### src/rtl/jbcu_pkg.sv
`timescale 1ns / 1ps

package jbcu_pkg;

    localparam int NUM_COMPONENTS = 4;
    localparam int COMP_IDX_W     = (NUM_COMPONENTS > 1) ? $clog2(NUM_COMPONENTS) : 1;

    localparam int BLOCK_LEN   = 64;
    localparam int ZRL_RUN     = 16;
    localparam int DC_MAX_SIZE = 11;
    localparam int AC_MAX_SIZE = 10;

    localparam logic [7:0] SYM_EOB = 8'h00;
    localparam logic [7:0] SYM_ZRL = 8'hF0;
    localparam logic [3:0] NIBBLE  = 4'hF;

    localparam int S_DATA_W = 24;
    localparam int S_USER_W = 1;
    localparam int M_DATA_W = 24;
    localparam int M_USER_W = 2;

    localparam logic [1:0] ERR_NONE    = 2'd0;
    localparam logic [1:0] ERR_OVERRUN = 2'd1;
    localparam logic [1:0] ERR_SIZE    = 2'd2;

    localparam logic FUNC_DC = 1'b0;

    // Commands from the controller to the datapath.
    typedef struct packed {
        logic load;
        logic decode;
        logic step;
    } cmd_t;

    // Status from the datapath to the controller.
    typedef struct packed {
        logic plan_empty;
        logic last_step;
        logic out_free;
    } sts_t;

    // Sign-extends the JPEG magnitude bits of a given size category.
    function automatic logic [15:0] mag_value(input logic [3:0] size,
                                              input logic [10:0] bits);
        logic [11:0] mask;
        logic [10:0] b;
        logic [10:0] shifted;
        logic [15:0] res;
        mask    = (12'd1 << size) - 12'd1;
        b       = bits & mask[10:0];
        shifted = b >> (size - 4'd1);
        if (size == 4'd0 || size > 4'(DC_MAX_SIZE)) begin
            res = 16'd0;
        end else if (shifted[0]) begin
            res = {5'd0, b};
        end else begin
            res = {5'd0, b} - {5'd0, mask[10:0]};
        end
        return res;
    endfunction

endpackage

### src/rtl/jpeg_block_coefficient_unpack.sv
`timescale 1ns / 1ps

// Unpacks Huffman-decoded JPEG symbols into the zig-zag coefficients of an
// 8x8 block, one coefficient per output transfer. A DC symbol opens a block
// and yields its coefficient at position 0 from the per-component predictor;
// AC symbols fill positions 1 to 63 with zero runs and coefficients, EOB
// fills the rest of the block with zeros and ZRL emits sixteen zeros. An AC
// symbol with no open block is dropped. Errors close the block and are
// reported on a single transfer with tlast set. The controller takes one
// input symbol at a time: it accepts it, decodes it, then emits one
// coefficient per step while the output register is free (one for a DC
// symbol, run plus one for an AC coefficient, up to 63 for EOB). The output
// register lets the next symbol be accepted while the last coefficient
// still waits for m_tready.
module jpeg_block_coefficient_unpack (
    input  logic                            clk,
    input  logic                            rst_n,
    input  logic                            s_tvalid,
    output logic                            s_tready,
    // component[1:0], symbol[9:2], extra_bits[20:10], zero fill[23:21]
    input  logic [jbcu_pkg::S_DATA_W-1:0]   s_tdata,
    // func[0]
    input  logic [jbcu_pkg::S_USER_W-1:0]   s_tuser,
    output logic                            m_tvalid,
    input  logic                            m_tready,
    // position[5:0], coefficient[21:6], zero fill[23:22]
    output logic [jbcu_pkg::M_DATA_W-1:0]   m_tdata,
    // error[1:0]
    output logic [jbcu_pkg::M_USER_W-1:0]   m_tuser,
    output logic                            m_tlast
);
    import jbcu_pkg::*;

    cmd_t        cmd;
    sts_t        sts;
    logic [5:0]  position;
    logic [15:0] coefficient;
    logic [1:0]  error_code;

    jbcu_ctrl u_ctrl (
        .clk      (clk),
        .rst_n    (rst_n),
        .s_tvalid (s_tvalid),
        .s_tready (s_tready),
        .sts      (sts),
        .cmd      (cmd)
    );

    jbcu_dp u_dp (
        .clk             (clk),
        .rst_n           (rst_n),
        .cmd             (cmd),
        .sts             (sts),
        .in_func         (s_tuser[0]),
        .in_component    (s_tdata[1:0]),
        .in_symbol       (s_tdata[9:2]),
        .in_extra_bits   (s_tdata[20:10]),
        .m_tvalid        (m_tvalid),
        .m_tready        (m_tready),
        .out_position    (position),
        .out_coefficient (coefficient),
        .out_last        (m_tlast),
        .out_error       (error_code)
    );

    assign m_tdata = {2'b00, coefficient, position};
    assign m_tuser = error_code;

endmodule

### src/rtl/jbcu_ctrl.sv
`timescale 1ns / 1ps

module jbcu_ctrl (
    input  logic            clk,
    input  logic            rst_n,
    input  logic            s_tvalid,
    output logic            s_tready,
    input  jbcu_pkg::sts_t  sts,
    output jbcu_pkg::cmd_t  cmd
);
    import jbcu_pkg::*;

    typedef enum logic [1:0] {
        ST_IDLE,
        ST_DECODE,
        ST_EMIT
    } state_t;

    state_t state_reg;
    state_t state_next;

    assign s_tready   = (state_reg == ST_IDLE);
    assign cmd.load   = s_tvalid && (state_reg == ST_IDLE);
    assign cmd.decode = (state_reg == ST_DECODE);
    assign cmd.step   = (state_reg == ST_EMIT) && sts.out_free;

    always_comb
    begin
        state_next = state_reg;
        unique case (state_reg)
            ST_IDLE:
            begin
                if (s_tvalid)
                begin
                    state_next = ST_DECODE;
                end
            end
            ST_DECODE:
            begin
                // An AC symbol outside an open block produces nothing.
                state_next = sts.plan_empty ? ST_IDLE : ST_EMIT;
            end
            ST_EMIT:
            begin
                if (sts.out_free && sts.last_step)
                begin
                    state_next = ST_IDLE;
                end
            end
            default:
            begin
                state_next = ST_IDLE;
            end
        endcase
    end

    always_ff @(posedge clk or negedge rst_n)
    begin
        if (!rst_n)
        begin
            state_reg <= ST_IDLE;
        end
        else
        begin
            state_reg <= state_next;
        end
    end

endmodule

### src/rtl/jbcu_dp.sv
`timescale 1ns / 1ps

module jbcu_dp (
    input  logic            clk,
    input  logic            rst_n,
    input  jbcu_pkg::cmd_t  cmd,
    output jbcu_pkg::sts_t  sts,
    input  logic            in_func,
    input  logic [1:0]      in_component,
    input  logic [7:0]      in_symbol,
    input  logic [10:0]     in_extra_bits,
    output logic            m_tvalid,
    input  logic            m_tready,
    output logic [5:0]      out_position,
    output logic [15:0]     out_coefficient,
    output logic            out_last,
    output logic [1:0]      out_error
);
    import jbcu_pkg::*;

    // Latched input item.
    logic        func_reg;
    logic [1:0]  comp_reg;
    logic [7:0]  sym_reg;
    logic [10:0] extra_reg;

    // Block state and the plan for the current item.
    logic [6:0]  pos_reg,  pos_next;
    logic [6:0]  cnt_reg,  cnt_next;
    logic        fin_reg,  fin_next;
    logic        close_reg;
    logic [15:0] fcoef_reg;
    logic [1:0]  ferr_reg;
    logic [15:0] pred_reg [NUM_COMPONENTS];

    logic        mvalid_reg, mvalid_next;
    logic [5:0]  opos_reg;
    logic [15:0] ocoef_reg;
    logic        olast_reg;
    logic [1:0]  oerr_reg;

    // Decode results.
    logic [COMP_IDX_W-1:0] idx;
    logic [15:0] dc_sum;
    logic [3:0]  run;
    logic [3:0]  size;
    logic [6:0]  pos_run;
    logic [6:0]  pos_adv;
    logic [6:0]  plan_cnt;
    logic        plan_fin;
    logic        plan_close;
    logic [15:0] plan_coef;
    logic [1:0]  plan_err;
    logic [6:0]  plan_pos;
    logic        plan_empty;
    logic        pred_we;

    assign run     = sym_reg[7:4] & NIBBLE;
    assign size    = sym_reg[3:0] & NIBBLE;
    assign pos_run = pos_reg + {3'd0, run};
    assign pos_adv = (pos_reg + 7'd1 == 7'(BLOCK_LEN)) ? 7'd0 : pos_reg + 7'd1;

    always_comb
    begin
        if ({1'b0, comp_reg} < 3'(NUM_COMPONENTS))
        begin
            idx = comp_reg[COMP_IDX_W-1:0];
        end
        else
        begin
            idx = '0;
        end
    end

    assign dc_sum = pred_reg[idx] + mag_value(sym_reg[3:0], extra_reg);

    always_comb
    begin
        plan_cnt   = 7'd0;
        plan_fin   = 1'b0;
        plan_close = 1'b1;
        plan_coef  = 16'd0;
        plan_err   = ERR_NONE;
        plan_pos   = pos_reg;
        plan_empty = 1'b0;
        pred_we    = 1'b0;
        if (func_reg == FUNC_DC)
        begin
            plan_pos = 7'd0;
            plan_fin = 1'b1;
            if (sym_reg > 8'(DC_MAX_SIZE))
            begin
                plan_err = ERR_SIZE;
            end
            else
            begin
                plan_coef  = dc_sum;
                plan_close = 1'b0;
                pred_we    = 1'b1;
            end
        end
        else if (pos_reg == 7'd0)
        begin
            plan_empty = 1'b1;
        end
        else if (sym_reg == SYM_EOB)
        begin
            plan_cnt = 7'(BLOCK_LEN) - pos_reg;
        end
        else if (sym_reg == SYM_ZRL)
        begin
            if (pos_reg + 7'(ZRL_RUN) > 7'(BLOCK_LEN))
            begin
                plan_fin = 1'b1;
                plan_err = ERR_OVERRUN;
            end
            else
            begin
                plan_cnt = 7'(ZRL_RUN);
            end
        end
        else if (size == 4'd0 || size > 4'(AC_MAX_SIZE))
        begin
            plan_fin = 1'b1;
            plan_err = ERR_SIZE;
        end
        else if (pos_run > 7'(BLOCK_LEN - 1))
        begin
            plan_fin = 1'b1;
            plan_err = ERR_OVERRUN;
        end
        else
        begin
            plan_cnt   = {3'd0, run};
            plan_fin   = 1'b1;
            plan_close = 1'b0;
            plan_coef  = mag_value(size, extra_reg);
        end
    end

    assign sts.plan_empty = plan_empty;
    assign sts.out_free   = !mvalid_reg || m_tready;
    assign sts.last_step  = (cnt_reg == 7'd1 && !fin_reg) || (cnt_reg == 7'd0);

    always_comb
    begin
        pos_next    = pos_reg;
        cnt_next    = cnt_reg;
        fin_next    = fin_reg;
        mvalid_next = mvalid_reg && !m_tready;
        if (cmd.decode)
        begin
            pos_next = plan_pos;
            cnt_next = plan_cnt;
            fin_next = plan_fin;
        end
        else if (cmd.step)
        begin
            mvalid_next = 1'b1;
            if (cnt_reg != 7'd0)
            begin
                cnt_next = cnt_reg - 7'd1;
                pos_next = pos_adv;
            end
            else
            begin
                fin_next = 1'b0;
                pos_next = close_reg ? 7'd0 : pos_adv;
            end
        end
    end

    always_ff @(posedge clk or negedge rst_n)
    begin
        if (!rst_n)
        begin
            pos_reg    <= 7'd0;
            cnt_reg    <= 7'd0;
            fin_reg    <= 1'b0;
            mvalid_reg <= 1'b0;
            for (int i = 0; i < NUM_COMPONENTS; i++)
            begin
                pred_reg[i] <= 16'd0;
            end
        end
        else
        begin
            pos_reg    <= pos_next;
            cnt_reg    <= cnt_next;
            fin_reg    <= fin_next;
            mvalid_reg <= mvalid_next;
            if (cmd.decode && pred_we)
            begin
                pred_reg[idx] <= dc_sum;
            end
        end
    end

    // Payload registers.
    always_ff @(posedge clk)
    begin
        if (cmd.load)
        begin
            func_reg  <= in_func;
            comp_reg  <= in_component;
            sym_reg   <= in_symbol;
            extra_reg <= in_extra_bits;
        end
        if (cmd.decode)
        begin
            close_reg <= plan_close;
            fcoef_reg <= plan_coef;
            ferr_reg  <= plan_err;
        end
        if (cmd.step)
        begin
            opos_reg <= pos_reg[5:0];
            if (cnt_reg != 7'd0)
            begin
                ocoef_reg <= 16'd0;
                oerr_reg  <= ERR_NONE;
                olast_reg <= (pos_reg == 7'(BLOCK_LEN - 1));
            end
            else
            begin
                ocoef_reg <= fcoef_reg;
                oerr_reg  <= ferr_reg;
                olast_reg <= (ferr_reg != ERR_NONE) || (pos_reg == 7'(BLOCK_LEN - 1));
            end
        end
    end

    assign m_tvalid        = mvalid_reg;
    assign out_position    = opos_reg;
    assign out_coefficient = ocoef_reg;
    assign out_last        = olast_reg;
    assign out_error       = oerr_reg;

endmodule
### config.mk
export PLATFORM = sky130hd
export DESIGN_NAME = jpeg_block_coefficient_unpack
export DESIGN_NICKNAME = d
export VERILOG_FILES = /design/src/rtl/jbcu_pkg.sv /design/src/rtl/jpeg_block_coefficient_unpack.sv /design/src/rtl/jbcu_ctrl.sv /design/src/rtl/jbcu_dp.sv
export SDC_FILE = /design/constraint.sdc
export NUM_CORES = 1
export LEC_CHECK = 0
export BUFFER_PORTS_ARGS = -buffer_cell sky130_fd_sc_hd__buf_2
export CAP_MARGIN = 25
export CORE_ASPECT_RATIO = 2
export CORE_MARGIN = 10
export CORE_UTILIZATION = 35
export CTS_CLUSTER_SIZE = 14
export DETAILED_ROUTE_END_ITERATION = 16
export PLACE_DENSITY = 0.49
export SLEW_MARGIN = 5
export SYNTH_ARGS = -nofsm -noshare
export SYNTH_HDL_FRONTEND = slang
export SYNTH_SLANG_ARGS = --single-unit
### constraint.sdc
create_clock -name clk -period 10.8 [get_ports clk]
set_clock_uncertainty 0.05 [all_clocks]
set_input_delay 2.16 -clock clk [delete_from_list [all_inputs] [get_ports clk]]
set_output_delay 2.16 -clock clk [all_outputs]
set_load 0.02 [all_outputs]
# Word-level counts from Yosys, hierarchy flattened
# Cells that the tools add are included.
# word_totals
output_inout_bits,29
wordCells,143
latchBits,0
ram_bits,0
romBits,0
regBits,148
mem_count,0
input_bits,29
# classes
n_mux,65
reduce_logical,28
eq_ne,10
shifts,2
mul,0
bitwise,2
n_lt_le_gt_ge,7
n_addsub,9
div_mod_pow,0
# op_table
cell,n
$mux 16,12
$mux 7,14
$bwmux 64,1
$bmux 16 s2,1
$demux 16 s2,1
$mux 1,24
$mux 2,9
$add 16x16->16,1
$logic_not 7->1,2
$sub 11x11->12,1
$and 11x11->11,1
$shl 1x4->11 const A,1
$shr 11x4->1,1
$sub 11x1->11 const B,1
$eq 8x8->1 const B,1
$gt 4x4->1 const B,2
$gt 8x4->1 const B,1
$logic_not 8->1,1
$reduce_and 2->1,4
$add 7x1->7 const B,1
$add 7x4->7,1
$add 7x5->7 const B,1
$eq 7x1->1 const B,1
$eq 7x6->1 const B,1
23 further kinds,39

# Longest topological paths before layout
# Gate-level depths: netlist of run 1.
# depth
word_depth,12
ltp_mapped,26
ltp_nobuf,23

# Hierarchy
# Synthesis of run 1 repeated with hierarchy kept, for this count alone.
# unflattened
cells_unflattened,771
hier_area_um2,8261.7
# by_module_without_submodules
module,instances,seq_area_each_um2,area_per_inst_um2,cells_per_inst
jbcu_dp,1,3983.8,8137.8,757
jbcu_ctrl,1,50.0,105.1,11
jpeg_block_coefficient_unpack,1,0.0,18.8,3

# Worst setup path before layout of run 1
# No wires, ideal clock.
# synth_path
path_kind,flip-flop to flip-flop
startpoint,register u_dp.sym_reg[0]
endpoint,"register u_dp.fcoef_reg[10], data pin"
path_slack_ns,4.878
period_less_slack_ns,5.922
path_buffers,3
path_stages_with_launch,27
required_time_ns,10.492
setup_ns,0.258
arrival_time_ns,5.614
cell_sequence,edfxtp_1 clkbuf_1 inv_1 ha_1 buf_2 nor3b_1 inv_1 ha_1 clkbuf_1 nor2b_1 o21ai_0 a21oi_1 o311a_1 o31a_1 nor2_1 xnor2_1 nor2_1 ha_1 fa_1 a21o_1 a21oi_1 o21bai_1 a21oi_1 o21bai_1 a21oi_1 xnor2_1 a2bb2o_2
# synth_via
elab_chain_cells,12
# synth_lines
item,line,source
from (decl),jbcu_dp.sv:24,logic [7:0] sym_reg;
from (signal assigned),jbcu_dp.sv:206,sym_reg <= in_symbol;
"parallel branches: the longest is 11 deep, another holds $add 16x16->16",n/a,
$mux 16 *,jbcu_dp.sv:87,if (func_reg == FUNC_DC)
via u_dp.plan_coef[10],jbcu_dp.sv:52,logic [15:0] plan_coef;
to (signal assigned),jbcu_dp.sv:212,fcoef_reg <= plan_coef;
to (decl),jbcu_dp.sv:32,logic [15:0] fcoef_reg;
# Mark *: on every way through the listed nets, which the timed path passes.
# A chain may end at the register's enable or synchronous reset.

# Final worst setup path of run 1
# layout_path
startpoint,register u_dp.sym_reg[0]
endpoint,register u_dp.pred_reg[47] (netlist bit)
# layout_via
elab_chain_cells,8
# layout_lines
item,line,source
$shl 1x4->11,jbcu_pkg.sv:49,mask = (12'd1 << size) - 12'd1;
$sub 11x1->11,jbcu_pkg.sv:49,
$and 11x11->11,jbcu_pkg.sv:50,b = bits & mask[10:0];
$sub 11x11->12 / $shr 11x4->1 (equally long branches),"jbcu_pkg.sv:57, jbcu_pkg.sv:51",
$mux 16,jbcu_pkg.sv:54,end else if (shifted[0]) begin
$mux 16,jbcu_pkg.sv:52,if (size == 4'd0 || size > 4'(DC_MAX_SIZE)) begin
$add 16x16->16,jbcu_dp.sv:75,"assign dc_sum = pred_reg[idx] + mag_value(sym_reg[3:0], extra_reg);"
$bwmux 64,jbcu_dp.sv:194,pred_reg[idx] <= dc_sum;
"to (signal, indexed assignment)",jbcu_dp.sv:194,
to (decl),jbcu_dp.sv:34,logic [15:0] pred_reg [NUM_COMPONENTS];
# Several ways; a longest one is shown, not always the timed one.

==> reports/metrics.yaml, run 1 <==
run_status:
  status: "finished, final reports clean"
floorplanning:
  pin_count: 58
  rows: 80
  start_util: 0.352
  die_h_um: 239
  core-area_sq_mm: 0.0237
  die_width_um: 129
  dieArea_sq_mm: 0.0308
route:
  wl_per_cell_um: 20.6
  detail_route.vias_per_cell: 5.64
  drc: 0
  drtIter0Drc: 410
  ant_nets: 0
  vias: 6226
  drt-total-wl_um: 22700
  drt-pass1-iter-count: 5
setup_path:
  path_max_fanout: 14
  crit_path_end_kind: "flip-flop"
  start_kind: "flip-flop"
  cp_data_required_time_ps: 11070
  regToRegSetupSlack_ps: 2850
  critPathKind: "flip-flop to flip-flop"
  worstReg2RegStart: "u_dp.sym_reg[0]$_DFFE_PP_"
  r2r_end: "u_dp.pred_reg[47]$_DFFE_PN0P_"
  worst-r2r-cell-count: 22
  startpoint: "u_dp.sym_reg[0]$_DFFE_PP_"
  critPathArrivalTime_ps: 8220
clocking:
  clkTransAtPathRegs_ps: 60
  cts_tree: "done"
  cts_sinks: 148
  cts_hold_buf: 0
  cts_setup_buffers: 0
  cts_buffer_depth: 2
  cts.repair.resized: 0
  clockRootBuffer: "clkbuf_16"
  cts_max_level: 4
  clk_latency_ps: 440
  numCtsBuffers: 17
finish:
  drive_above_1_share: 0.233
  largest_register_ffs: 64
  fin_nets: 865
  fillers: 2267
  n_antenna_cell: 0
  syn_to_final_growth_pct: 14.5
  finalNonFillerCells: 1104
worst_hold_path:
  hp-start: "u_dp.pred_reg[18]$_DFFE_PN0P_"
  hold_depth: 2
  whs_endpoint: "u_dp.pred_reg[18]$_DFFE_PN0P_"
  worst_hold_path_type: "flip-flop to flip-flop"
flow_run:
  max-cap-violations: 0
synth:
  yosys_most_used_dff: "dfrtp_1"
  synth_edf_count: 66
  ys_types: 70
  syn_area_sq_mm: 0.00836
  yosysTopAreaCell: "dfrtp_1"
  syn_avg_cell_area_sq_um: 11.1
  postSynth.asyncResetShare: 0.554
  netlist.area_leader.share: 0.245
  synth.area.top_cells: "dfrtp_1 (25%), edfxtp_1 (24%), mux2_2 (8.2%), ha_1 (4.5%), mux4_2 (4.3%)"
  yosys_warnings: 0
  seq_area_frac_synth: 0.482
  yosysMostFrequentCell: "dfrtp_1"
  syn_inst: 752
  ys_seq_elements: 148
  synth_common_cells: "dfrtp_1 (82), nand2_1 (67), edfxtp_1 (66)"
placed_design:
  hpwlAfterDp_um: 17500
  portBuffers: 52
  place_inst: 1071
  place_congestion: 0.847
sta:
  min_period_ps: 7950
  rsz0062_at_grt: "false"
  finalCritPeriodShare: 0.736
  tns_ps: 0
  setup_viol: 0
  hold_violations: 0
  max_slew_margin: 0.393
  fmax_ghz: 0.126
  whs_ps: 439
  worst_slew_pin_slew_ps: 907
  drv_slew: 0
power:
  ir_drop_mv: 0.100
  p_per_area_mw_per_mm2: 167
  p_leak_nw: 4.01
global_route:
  grtUsageTotal: 0.152
  grt_pass1_wl_um: 35500
  grt_overflow_total: 0
  antenna_found_initial: 0
  grt_pass1_vias: 6455
  grt_start_max_net_pins: 44
-- worst max path at each step --
stage,cells after the start,to
after floorplan,26,u_dp.fcoef_reg[10]$_DFFE_PP_
final,22,u_dp.pred_reg[47]$_DFFE_PN0P_
after global routing,22,u_dp.pred_reg[15]$_DFFE_PN0P_
after global placement,22,u_dp.pred_reg[15]$_DFFE_PN0P_
after CTS,22,u_dp.pred_reg[47]$_DFFE_PN0P_
after detailed placement,22,u_dp.pred_reg[47]$_DFFE_PN0P_
-- area by class of cell --
| type | count | area (sq um) | share of cell area |
|---|---|---|---|
| Inverter | 18 | 67.6 | 0.00706 |
| Tap cell | 287 | 359 | 0.0375 |
| Clock buffer | 23 | 479 | 0.0501 |
| Timing Repair Buffer | 67 | 435 | 0.0455 |
| Clock inverter | 9 | 68.8 | 0.00719 |
| Sequential cell | 148 | 4030 | 0.421 |
| Multi-Input combinational cell | 552 | 4130 | 0.431 |
-- cell usage in the layout (no fill, tap or decap), types with 18 or more instances in the layout --
cell | Yosys | routed
dfrtp_1 | 82 | 82
nand2_1 | 67 | 67
edfxtp_1 | 66 | 66
mux2_2 | 61 | 61
nor2_1 | 55 | 54
buf_2 | 5 | 51
o21ai_0 | 36 | 36
a21oi_1 | 31 | 31
ha_1 | 30 | 30
nor3_1 | 23 | 23
and2_1 | 23 | 23
xnor2_1 | 20 | 20
clkbuf_16 | 0 | 18
-- per-layer routing --
metal | wire [um] | part of all wire | global-route usage | vias to the layer above
li1 | - | - | - | 2910
met1 | 7640 | 0.34 | 0.137 | 3121
met2 | 13300 | 0.59 | 0.298 | 153
met3 | 767 | 0.034 | 0.0331 | 42
met4 | 1000 | 0.044 | 0.0835 | 0
met5 | 0 | 0 | 0 | -
-- per-stage QoR --
stage	total power [mW]	setup slack, ps	util	area [sq um]
2_1_floorplan	0.934	4880	-	8360
3_3_place_gp	1.05	3100	0.377	8930
3_5_place_dp	1.06	2960	0.379	8990
4_1_cts	1.62	2940	0.402	9540
5_1_grt	1.69	2340	0.403	9570
6_report	1.60	2850	0.403	9570
-- cells by family (layout without fill, tap and decap cells) --
group / Yosys count / in the layout / synth area share
other: 1 / 2 / 0.000449
XOR/XNOR: 29 / 29 / 0.0304
buffers and inverters: 53 / 117 / 0.0263
adder cells (fa/ha/maj): 32 / 32 / 0.0497
AO/OA/AOI/OAI: 154 / 154 / 0.125
AND/OR/NAND/NOR: 256 / 256 / 0.158
multiplexers: 79 / 79 / 0.128
flip-flops: 148 / 148 / 0.482
-- power by group --
| group | internal (mW) | total [mW] | leakage, nW | switching, mW |
|---|---|---|---|---|
| clock | 0.315 | 0.547 | 0.264 | 0.232 |
| combinational | 0.122 | 0.355 | 2.01 | 0.233 |
| sequential | 0.648 | 0.699 | 1.74 | 0.0516 |
-- critical path, stage by stage (launching register included) --
cell and delay, ps:
edfxtp_1 590, inv_1 230, ha_1 430, nor3b_1 550
inv_1 210, ha_1 420, nor2b_1 220, o21ai_0 310
a21oi_1 130, o311a_1 370, o31a_1 470, nor2_1 750
a21oi_1 330, nor2_1 260, ha_1 280, a21oi_1 280
o22ai_1 220, o211a_1 250, nor3_1 420, o31ai_1 210
xor2_1 370, xnor2_1 200, mux2_2 300
(Power assumes the default switching activity.)
==> run 2: changes to the inputs <==
- PLACE_DENSITY: 0.49 -> 0.51
- clock period: 10.8 -> 7 ns (I/O delays scaled with it)
==> run 2 against run 1 <==
Sequential cell count did not move. Sequential power is 53% higher. Hold slack worse by 7.0 ps. Highest routed layer unchanged.
==> reports/metrics.yaml, run 2 (synthesized netlist as in run 1, its figures left out) <==
finish:
  layout_commonest_cell: "dfrtp_1"
  finalNonFillerCells: 1123  # +1.7%
  largest_register_ffs: 64  # unchanged
  syn_to_final_growth_pct: 16.1
  n_antenna_cell: 0  # unchanged
  fillers: 2332  # +2.9%
  drive_above_1_share: 0.252  # +0.0198
  fin_nets: 884  # +2.2%
  layout_common_cells: "dfrtp_1 (82), nand2_1 (67), edfxtp_1 (66), mux2_2 (61), nor2_1 (55)"
  utilization: 0.409  # +0.00575
  fin_area_sq_mm: 0.00971  # +1.4%
setup_path:
  critPathArrivalTime_ps: 6370  # -1850 ps
  path_max_fanout: 8  # -6
  startpoint: "u_dp.sym_reg[1]$_DFFE_PP_"
  critPathMostFrequentCell: "ha_1"
  crit_path_max_incr_delay_ps: 590  # -160 ps
  crit_path_end_kind: "flip-flop"
  path_cells: "inv_1 -> ha_1 -> nor3b_1 -> inv_1 -> ha_1 -> nor2b_1 -> o21ai_0 -> a21oi_1 -> or4_4 -> or3_1 -> o31a_1 -> o31ai_1 -> buf_4 -> nor2_1 -> ha_1 -> nand2_1 -> nor2_1 -> o211a_1 -> nor3_1 -> o31ai_1 -> xor2_1 -> xnor2_1 -> mux2_2"
  start_kind: "flip-flop"
  crit_family: "simple AND/OR/NAND/NOR gates"
  cp_data_required_time_ps: 7280  # -3790 ps
  regToRegSetupSlack_ps: 910  # -1930 ps
  worstReg2RegStart: "u_dp.sym_reg[1]$_DFFE_PP_"
  cp.buffers_inverters: 3  # +1
  cp_slowest_cell: "or4_4"
  critPathKind: "flip-flop to flip-flop"
route:
  detail_route.vias_per_cell: 5.41  # -4.0%
  drt-total-wl_um: 22100  # -2.7%
  drc: 0  # unchanged
  drt-pass1-iter-count: 4  # -1
  wl_per_cell_um: 19.7  # -4.4%
  ant_nets: 0  # unchanged
  vias: 6077  # -2.4%
  drtIter0Drc: 312  # -24%
flow_run:
  max-cap-violations: 0  # unchanged
worst_hold_path:
  hp-start: "u_dp.pred_reg[4]$_DFFE_PN0P_"
  worst_hold_path_type: "flip-flop to flip-flop"
power:
  pwr-share-seq: 0.425  # -0.012
  p_per_area_mw_per_mm2: 260  # +55%
  power.share.switching: 0.326  # +0.00370
  power_frac_clock: 0.354  # +0.012
  comb_power_share: 0.221  # about the same
  cellInternalPower_mw: 1.70  # +57%
  power.net_switching_mw: 0.823  # +59%
  ir_drop_mv: 0.174  # +73%
  p_leak_nw: 4.12  # +2.5%
clocking:
  clockRootBuffer: "clkbuf_16"
  clk_latency_ps: 450  # about the same
  clkTransAtPathRegs_ps: 60  # about the same
  cts_hold_buf: 0  # unchanged
  cts_setup_buffers: 0  # unchanged
  cts.repair.resized: 0  # unchanged
  numCtsBuffers: 17  # unchanged
  cts_max_level: 4  # unchanged
  cts_buffer_depth: 2  # unchanged
  cts_sinks: 148  # unchanged
  cts_tree: "done"
floorplanning:
  start_util: 0.352  # unchanged
  rows: 80  # unchanged
  core-area_sq_mm: 0.0237  # unchanged
  pin_count: 58  # unchanged
  die_width_um: 129  # unchanged
  dieArea_sq_mm: 0.0308  # unchanged
  die_h_um: 239  # unchanged
run_status:
  status: "finished, final reports clean"
global_route:
  grt_overflow_total: 0  # unchanged
  grt_start_max_net_pins: 45  # +2.3%
  grt_pass1_vias: 6399  # -0.87%
  grt_pass1_wl_um: 35000  # -1.4%
  grtUsageTotal: 0.150  # -0.00266
  antenna_found_initial: 0  # unchanged
sta:
  tns_ps: 0  # unchanged
  hold_violations: 0  # unchanged
  setup_viol: 0  # unchanged
  worst_slew_pin_slew_ps: 779  # -129 ps
  rsz0062_at_grt: "false"
  max_slew_margin: 0.474  # +0.0813
  fmax_ghz: 0.164  # +31%
  drv_slew: 0  # unchanged
  finalCritPeriodShare: 0.869  # +0.133
  min_period_ps: 6090  # -1870 ps
placed_design:
  place_inst: 1091  # +1.9%
  portBuffers: 52  # unchanged
  hpwlAfterDp_um: 17000  # -2.6%
  postPlaceCellArea_sq_mm: 0.00914  # +1.6%
  place_congestion: 0.845  # -0.20%
[run 2: power groups by stage]
stage / Clock, mW / Combinational [mW] / Sequential (mW)
2_1_floorplan: 0 / 0.343 / 1.10
3_3_place_gp: 0 / 0.556 / 1.09
3_5_place_dp: 0 / 0.564 / 1.09
4_1_cts: 0.918 / 0.566 / 1.07
5_1_grt: 0.953 / 0.619 / 1.08
6_report: 0.893 / 0.558 / 1.07
[run 2: final timing paths]
check	end	cells past startpoint
setup reg to reg	u_dp.pred_reg[31]$_DFFE_PN0P_	23
max in group asynchronous	u_dp.cnt_reg[4]$_DFFE_PN0P_	2
setup / recovery	u_dp.pred_reg[31]$_DFFE_PN0P_	23
min in group asynchronous	u_ctrl.state_reg[0]$_DFFE_PN0P_	1
hold reg to reg	u_dp.pred_reg[4]$_DFFE_PN0P_	2
hold / removal	u_dp.pred_reg[4]$_DFFE_PN0P_	2
[run 2: metrics by stage]
stage | hold slack [ps] | setup WS, ps | power, mW
after detailed placement | 420 | 900 | 1.65
after floorplan | 373 | 1080 | 1.44
final | 432 | 914 | 2.52
after CTS | 434 | 864 | 2.56
after global routing | 465 | 419 | 2.65
after global placement | 409 | 917 | 1.65
[run 2: worst register-to-register path, delay by kind of cell, from the launching register on]
kind	cells	cell delay, ps
buf+inv	3	480
fa+ha+maj	3	880
simple gates	8	2000
flops	1	460
mux	1	290
xor+xnor	2	470
compound gates	6	1350
[run 2: area by class of cell]
class | count | area [sq um] | share of cell area
multi-input combinational | 552 | 4120 | 0.425
sequential | 148 | 4030 | 0.416
timing repair buffer | 86 | 551 | 0.0567
clock buffer | 18 | 429 | 0.0442
tap | 287 | 359 | 0.0370
clock inverter | 14 | 143 | 0.0147
inverter | 18 | 67.6 | 0.00696
[run 2: routing by layer]
| layer | vias up | wire [um] | global-route usage |
|---|---|---|---|
| li1 | 2943 | - | - |
| met4 | 0 | 796 | 0.0790 |
| met1 | 2983 | 7620 | 0.138 |
| met2 | 107 | 12900 | 0.293 |
| met3 | 44 | 720 | 0.0286 |
| met5 | - | 0 | 0 |
==> run 3: changes to the inputs <==
- ABC_AREA: default -> 1
==> run 3 against run 2 <==
Die area decreased by 3.0%. Total power up 50%. Area after synthesis is 3.4% lower. Wire length is 2.3% lower. Sequential power grew 15%. Non-clock buffer count fell by 28. Clock power rose by 6.5%. Utilization fell by 0.24 points. Critical endpoint is now u_dp.fcoef_reg[13]$_DFFE_PP_.
==> reports/metrics.yaml, run 3 <==
setup_path:
  critPathArrivalTime_ps: 5760  # -610 ps
  crit_path_end_kind: "flip-flop"
  critPathMostFrequentCell: "nand2_1"
  path_max_fanout: 18  # +10
  cp_data_required_time_ps: 7100  # -180 ps
  crit_path_max_incr_delay_ps: 540  # -50 ps
  cp_slowest_cell: "edfxtp_1"
  critPathKind: "flip-flop to flip-flop"
  regToRegSetupSlack_ps: 1340  # +420 ps
  start_kind: "flip-flop"
sta:
  tns_ps: 0  # unchanged
  setup_viol: 0  # unchanged
  finalCritPeriodShare: 0.809  # -0.0604
  fmax_ghz: 0.177  # +7.5%
  rsz0062_at_grt: "false"
  hold_violations: 0  # unchanged
  worst_slew_pin_slew_ps: 902  # +123 ps
  max_slew_margin: 0.396  # -0.0779
  drv_slew: 0  # unchanged
  min_period_ps: 5660  # -423 ps
  whs_ps: 423  # -9.51 ps
synth:
  postSynth.asyncResetShare: 0.554  # unchanged
  syn_area_sq_mm: 0.00808  # -3.4%
  ys_seq_elements: 148  # unchanged
  yosys_warnings: 0  # unchanged
  synth_common_cells: "nand2_1 (199), inv_1 (110), dfrtp_1 (82)"
  synth.area.top_cells: "dfrtp_1 (25%), edfxtp_1 (25%), nand2_1 (9.3%), inv_1 (5.1%), ha_1 (4.6%)"
  seq_area_frac_synth: 0.500  # +0.0170
  yosysMostFrequentCell: "nand2_1"
  netlist.area_leader.share: 0.254  # +0.00867
  yosys_most_used_dff: "dfrtp_1"
  ys_types: 50  # -29%
  synth_edf_count: 66  # unchanged
  syn_inst: 922  # +23%
  syn_avg_cell_area_sq_um: 8.76  # -21%
  yosysTopAreaCell: "dfrtp_1"
worst_hold_path:
  worst_hold_path_type: "flip-flop to flip-flop"
power:
  p_per_area_mw_per_mm2: 410  # +58%
  power_frac_clock: 0.251  # -0.103
  pwr-share-seq: 0.326  # -0.099
  comb_power_share: 0.423  # +0.202
  p_leak_nw: 4.34  # +5.5%
  ir_drop_mv: 0.215  # +24%
  cellInternalPower_mw: 2.18  # +28%
  power.net_switching_mw: 1.61  # +96%
  power.share.switching: 0.425  # +0.0987
global_route:
  grt_overflow_total: 0  # unchanged
  grtUsageTotal: 0.149  # -0.000991
  grt_start_max_net_pins: 52  # +16%
  antenna_found_initial: 0  # unchanged
  grt_pass1_wl_um: 34800  # -0.61%
  grt_pass1_vias: 6668  # +4.2%
finish:
  syn_to_final_growth_pct: 14.5
  fin_nets: 1040  # +18%
  layout_commonest_cell: "nand2_1"
  drive_above_1_share: 0.136  # -0.116
  n_antenna_cell: 0  # unchanged
  largest_register_ffs: 64  # unchanged
  layout_common_cells: "nand2_1 (199), inv_1 (110), dfrtp_1 (82), o21ai_0 (74), nor2_1 (73)"
route:
  drt-total-wl_um: 21600  # -2.3%
  detail_route.vias_per_cell: 5.05  # -6.7%
  drtIter0Drc: 418  # +34%
  ant_nets: 0  # unchanged
  drt-pass1-iter-count: 6  # +2
  drc: 0  # unchanged
  vias: 6419  # +5.6%
  wl_per_cell_um: 16.9  # -14%
clocking:
  cts_buffer_depth: 2  # unchanged
  clkTransAtPathRegs_ps: 60  # about the same
  cts.repair.resized: 0  # unchanged
  cts_hold_buf: 0  # unchanged
  cts_setup_buffers: 0  # unchanged
  clockRootBuffer: "clkbuf_16"
  cts_sinks: 148  # unchanged
  cts_max_level: 4  # unchanged
  numCtsBuffers: 17  # unchanged
  clk_latency_ps: 450  # about the same
  cts_tree: "done"
floorplanning:
  core-area_sq_mm: 0.0227  # -4.1%
  start_util: 0.355  # +0.00270
  pin_count: 58  # unchanged
  dieArea_sq_mm: 0.0299  # -3.0%
  die_width_um: 127  # -1.5%
  die_h_um: 235  # -1.6%
  rows: 78  # -2.5%
placed_design:
  place_congestion: 0.914  # +8.2%
  hpwlAfterDp_um: 16100  # -5.3%
  portBuffers: 52  # unchanged
run_status:
  status: "finished, final reports clean"
flow_run:
  max-cap-violations: 0  # unchanged
run 3: logic make-up after synthesis:
group / count (synthesis) / share of synthesized area
AOI/OAI and AO/OA: 183 / 0.130
buffers and inverters: 141 / 0.0686
xor gates and xnor gates: 26 / 0.0291
and+or+nand+nor: 391 / 0.220
other: 1 / 0.000464
adders and majority gates: 32 / 0.0514
DFF: 148 / 0.500
run 3: routing by layer:
| metal | track usage | routed length, um | vias up |
|---|---|---|---|
| li1 | - | - | 3219 |
| met1 | 0.151 | 8200 | 3057 |
| met2 | 0.270 | 11900 | 109 |
| met3 | 0.0345 | 705 | 34 |
| met4 | 0.0789 | 744 | 0 |
| met5 | 0 | 0 | - |
run 3: metrics by stage:
step / total power [mW] / utilization / area [sq um] / std cells / worst slack, ps
5_1_grt: 4.08 / 0.407 / 9250 / 1272 / 739
2_1_floorplan: 2.39 / - / 8080 / 923 / 2600
4_1_cts: 3.84 / 0.407 / 9250 / 1272 / 1340
3_5_place_dp: 2.87 / 0.380 / 8640 / 1240 / 1350
3_3_place_gp: 2.85 / 0.380 / 8640 / 1240 / 1440
6_report: 3.79 / 0.407 / 9250 / 1272 / 1340
run 3: worst max-delay path, delay by kind of cell (launching register included):
family	cells	cell delay, ps
buffers and inverters	5	690
adders and majority gates	3	990
AOI/OAI and AO/OA	6	1130
DFF	1	540
and+or+nand+nor	17	1960
run 3: layout make-up:
| cell class | instances | area, sq um |
|---|---|---|
| multi-input combinational | 634 | 3500 |
| fill | 2353 | 13500 |
| inverter | 120 | 450 |
| clock buffer | 17 | 425 |
| sequential | 148 | 4030 |
| tap | 280 | 350 |
| clock inverter | 15 | 180 |
| timing repair buffer | 58 | 308 |
run 3: path summary, 6_finish.rpt:
path                                               start                            end  cells after the start
setup / recovery               u_dp.sym_reg[0]$_DFFE_PP_   u_dp.fcoef_reg[13]$_DFFE_PP_                     31
hold / removal             u_dp.pred_reg[50]$_DFFE_PN0P_  u_dp.pred_reg[50]$_DFFE_PN0P_                      2
setup reg to reg               u_dp.sym_reg[0]$_DFFE_PP_   u_dp.fcoef_reg[13]$_DFFE_PP_                     31
hold reg to reg            u_dp.pred_reg[50]$_DFFE_PN0P_  u_dp.pred_reg[50]$_DFFE_PN0P_                      2
max in group asynchronous                          rst_n  u_dp.pred_reg[29]$_DFFE_PN0P_                      2
min in group asynchronous                          rst_n    u_dp.pos_reg[1]$_DFFE_PN0P_                      1
run 3: power groups by stage:
stage	sequential [mW]	combinational, mW	clock (mW)
final	1.23	1.60	0.951
after floorplan	1.29	1.11	0
after global placement	1.25	1.61	0
after global routing	1.26	1.81	1.01
after detailed placement	1.25	1.62	0
after CTS	1.24	1.63	0.977
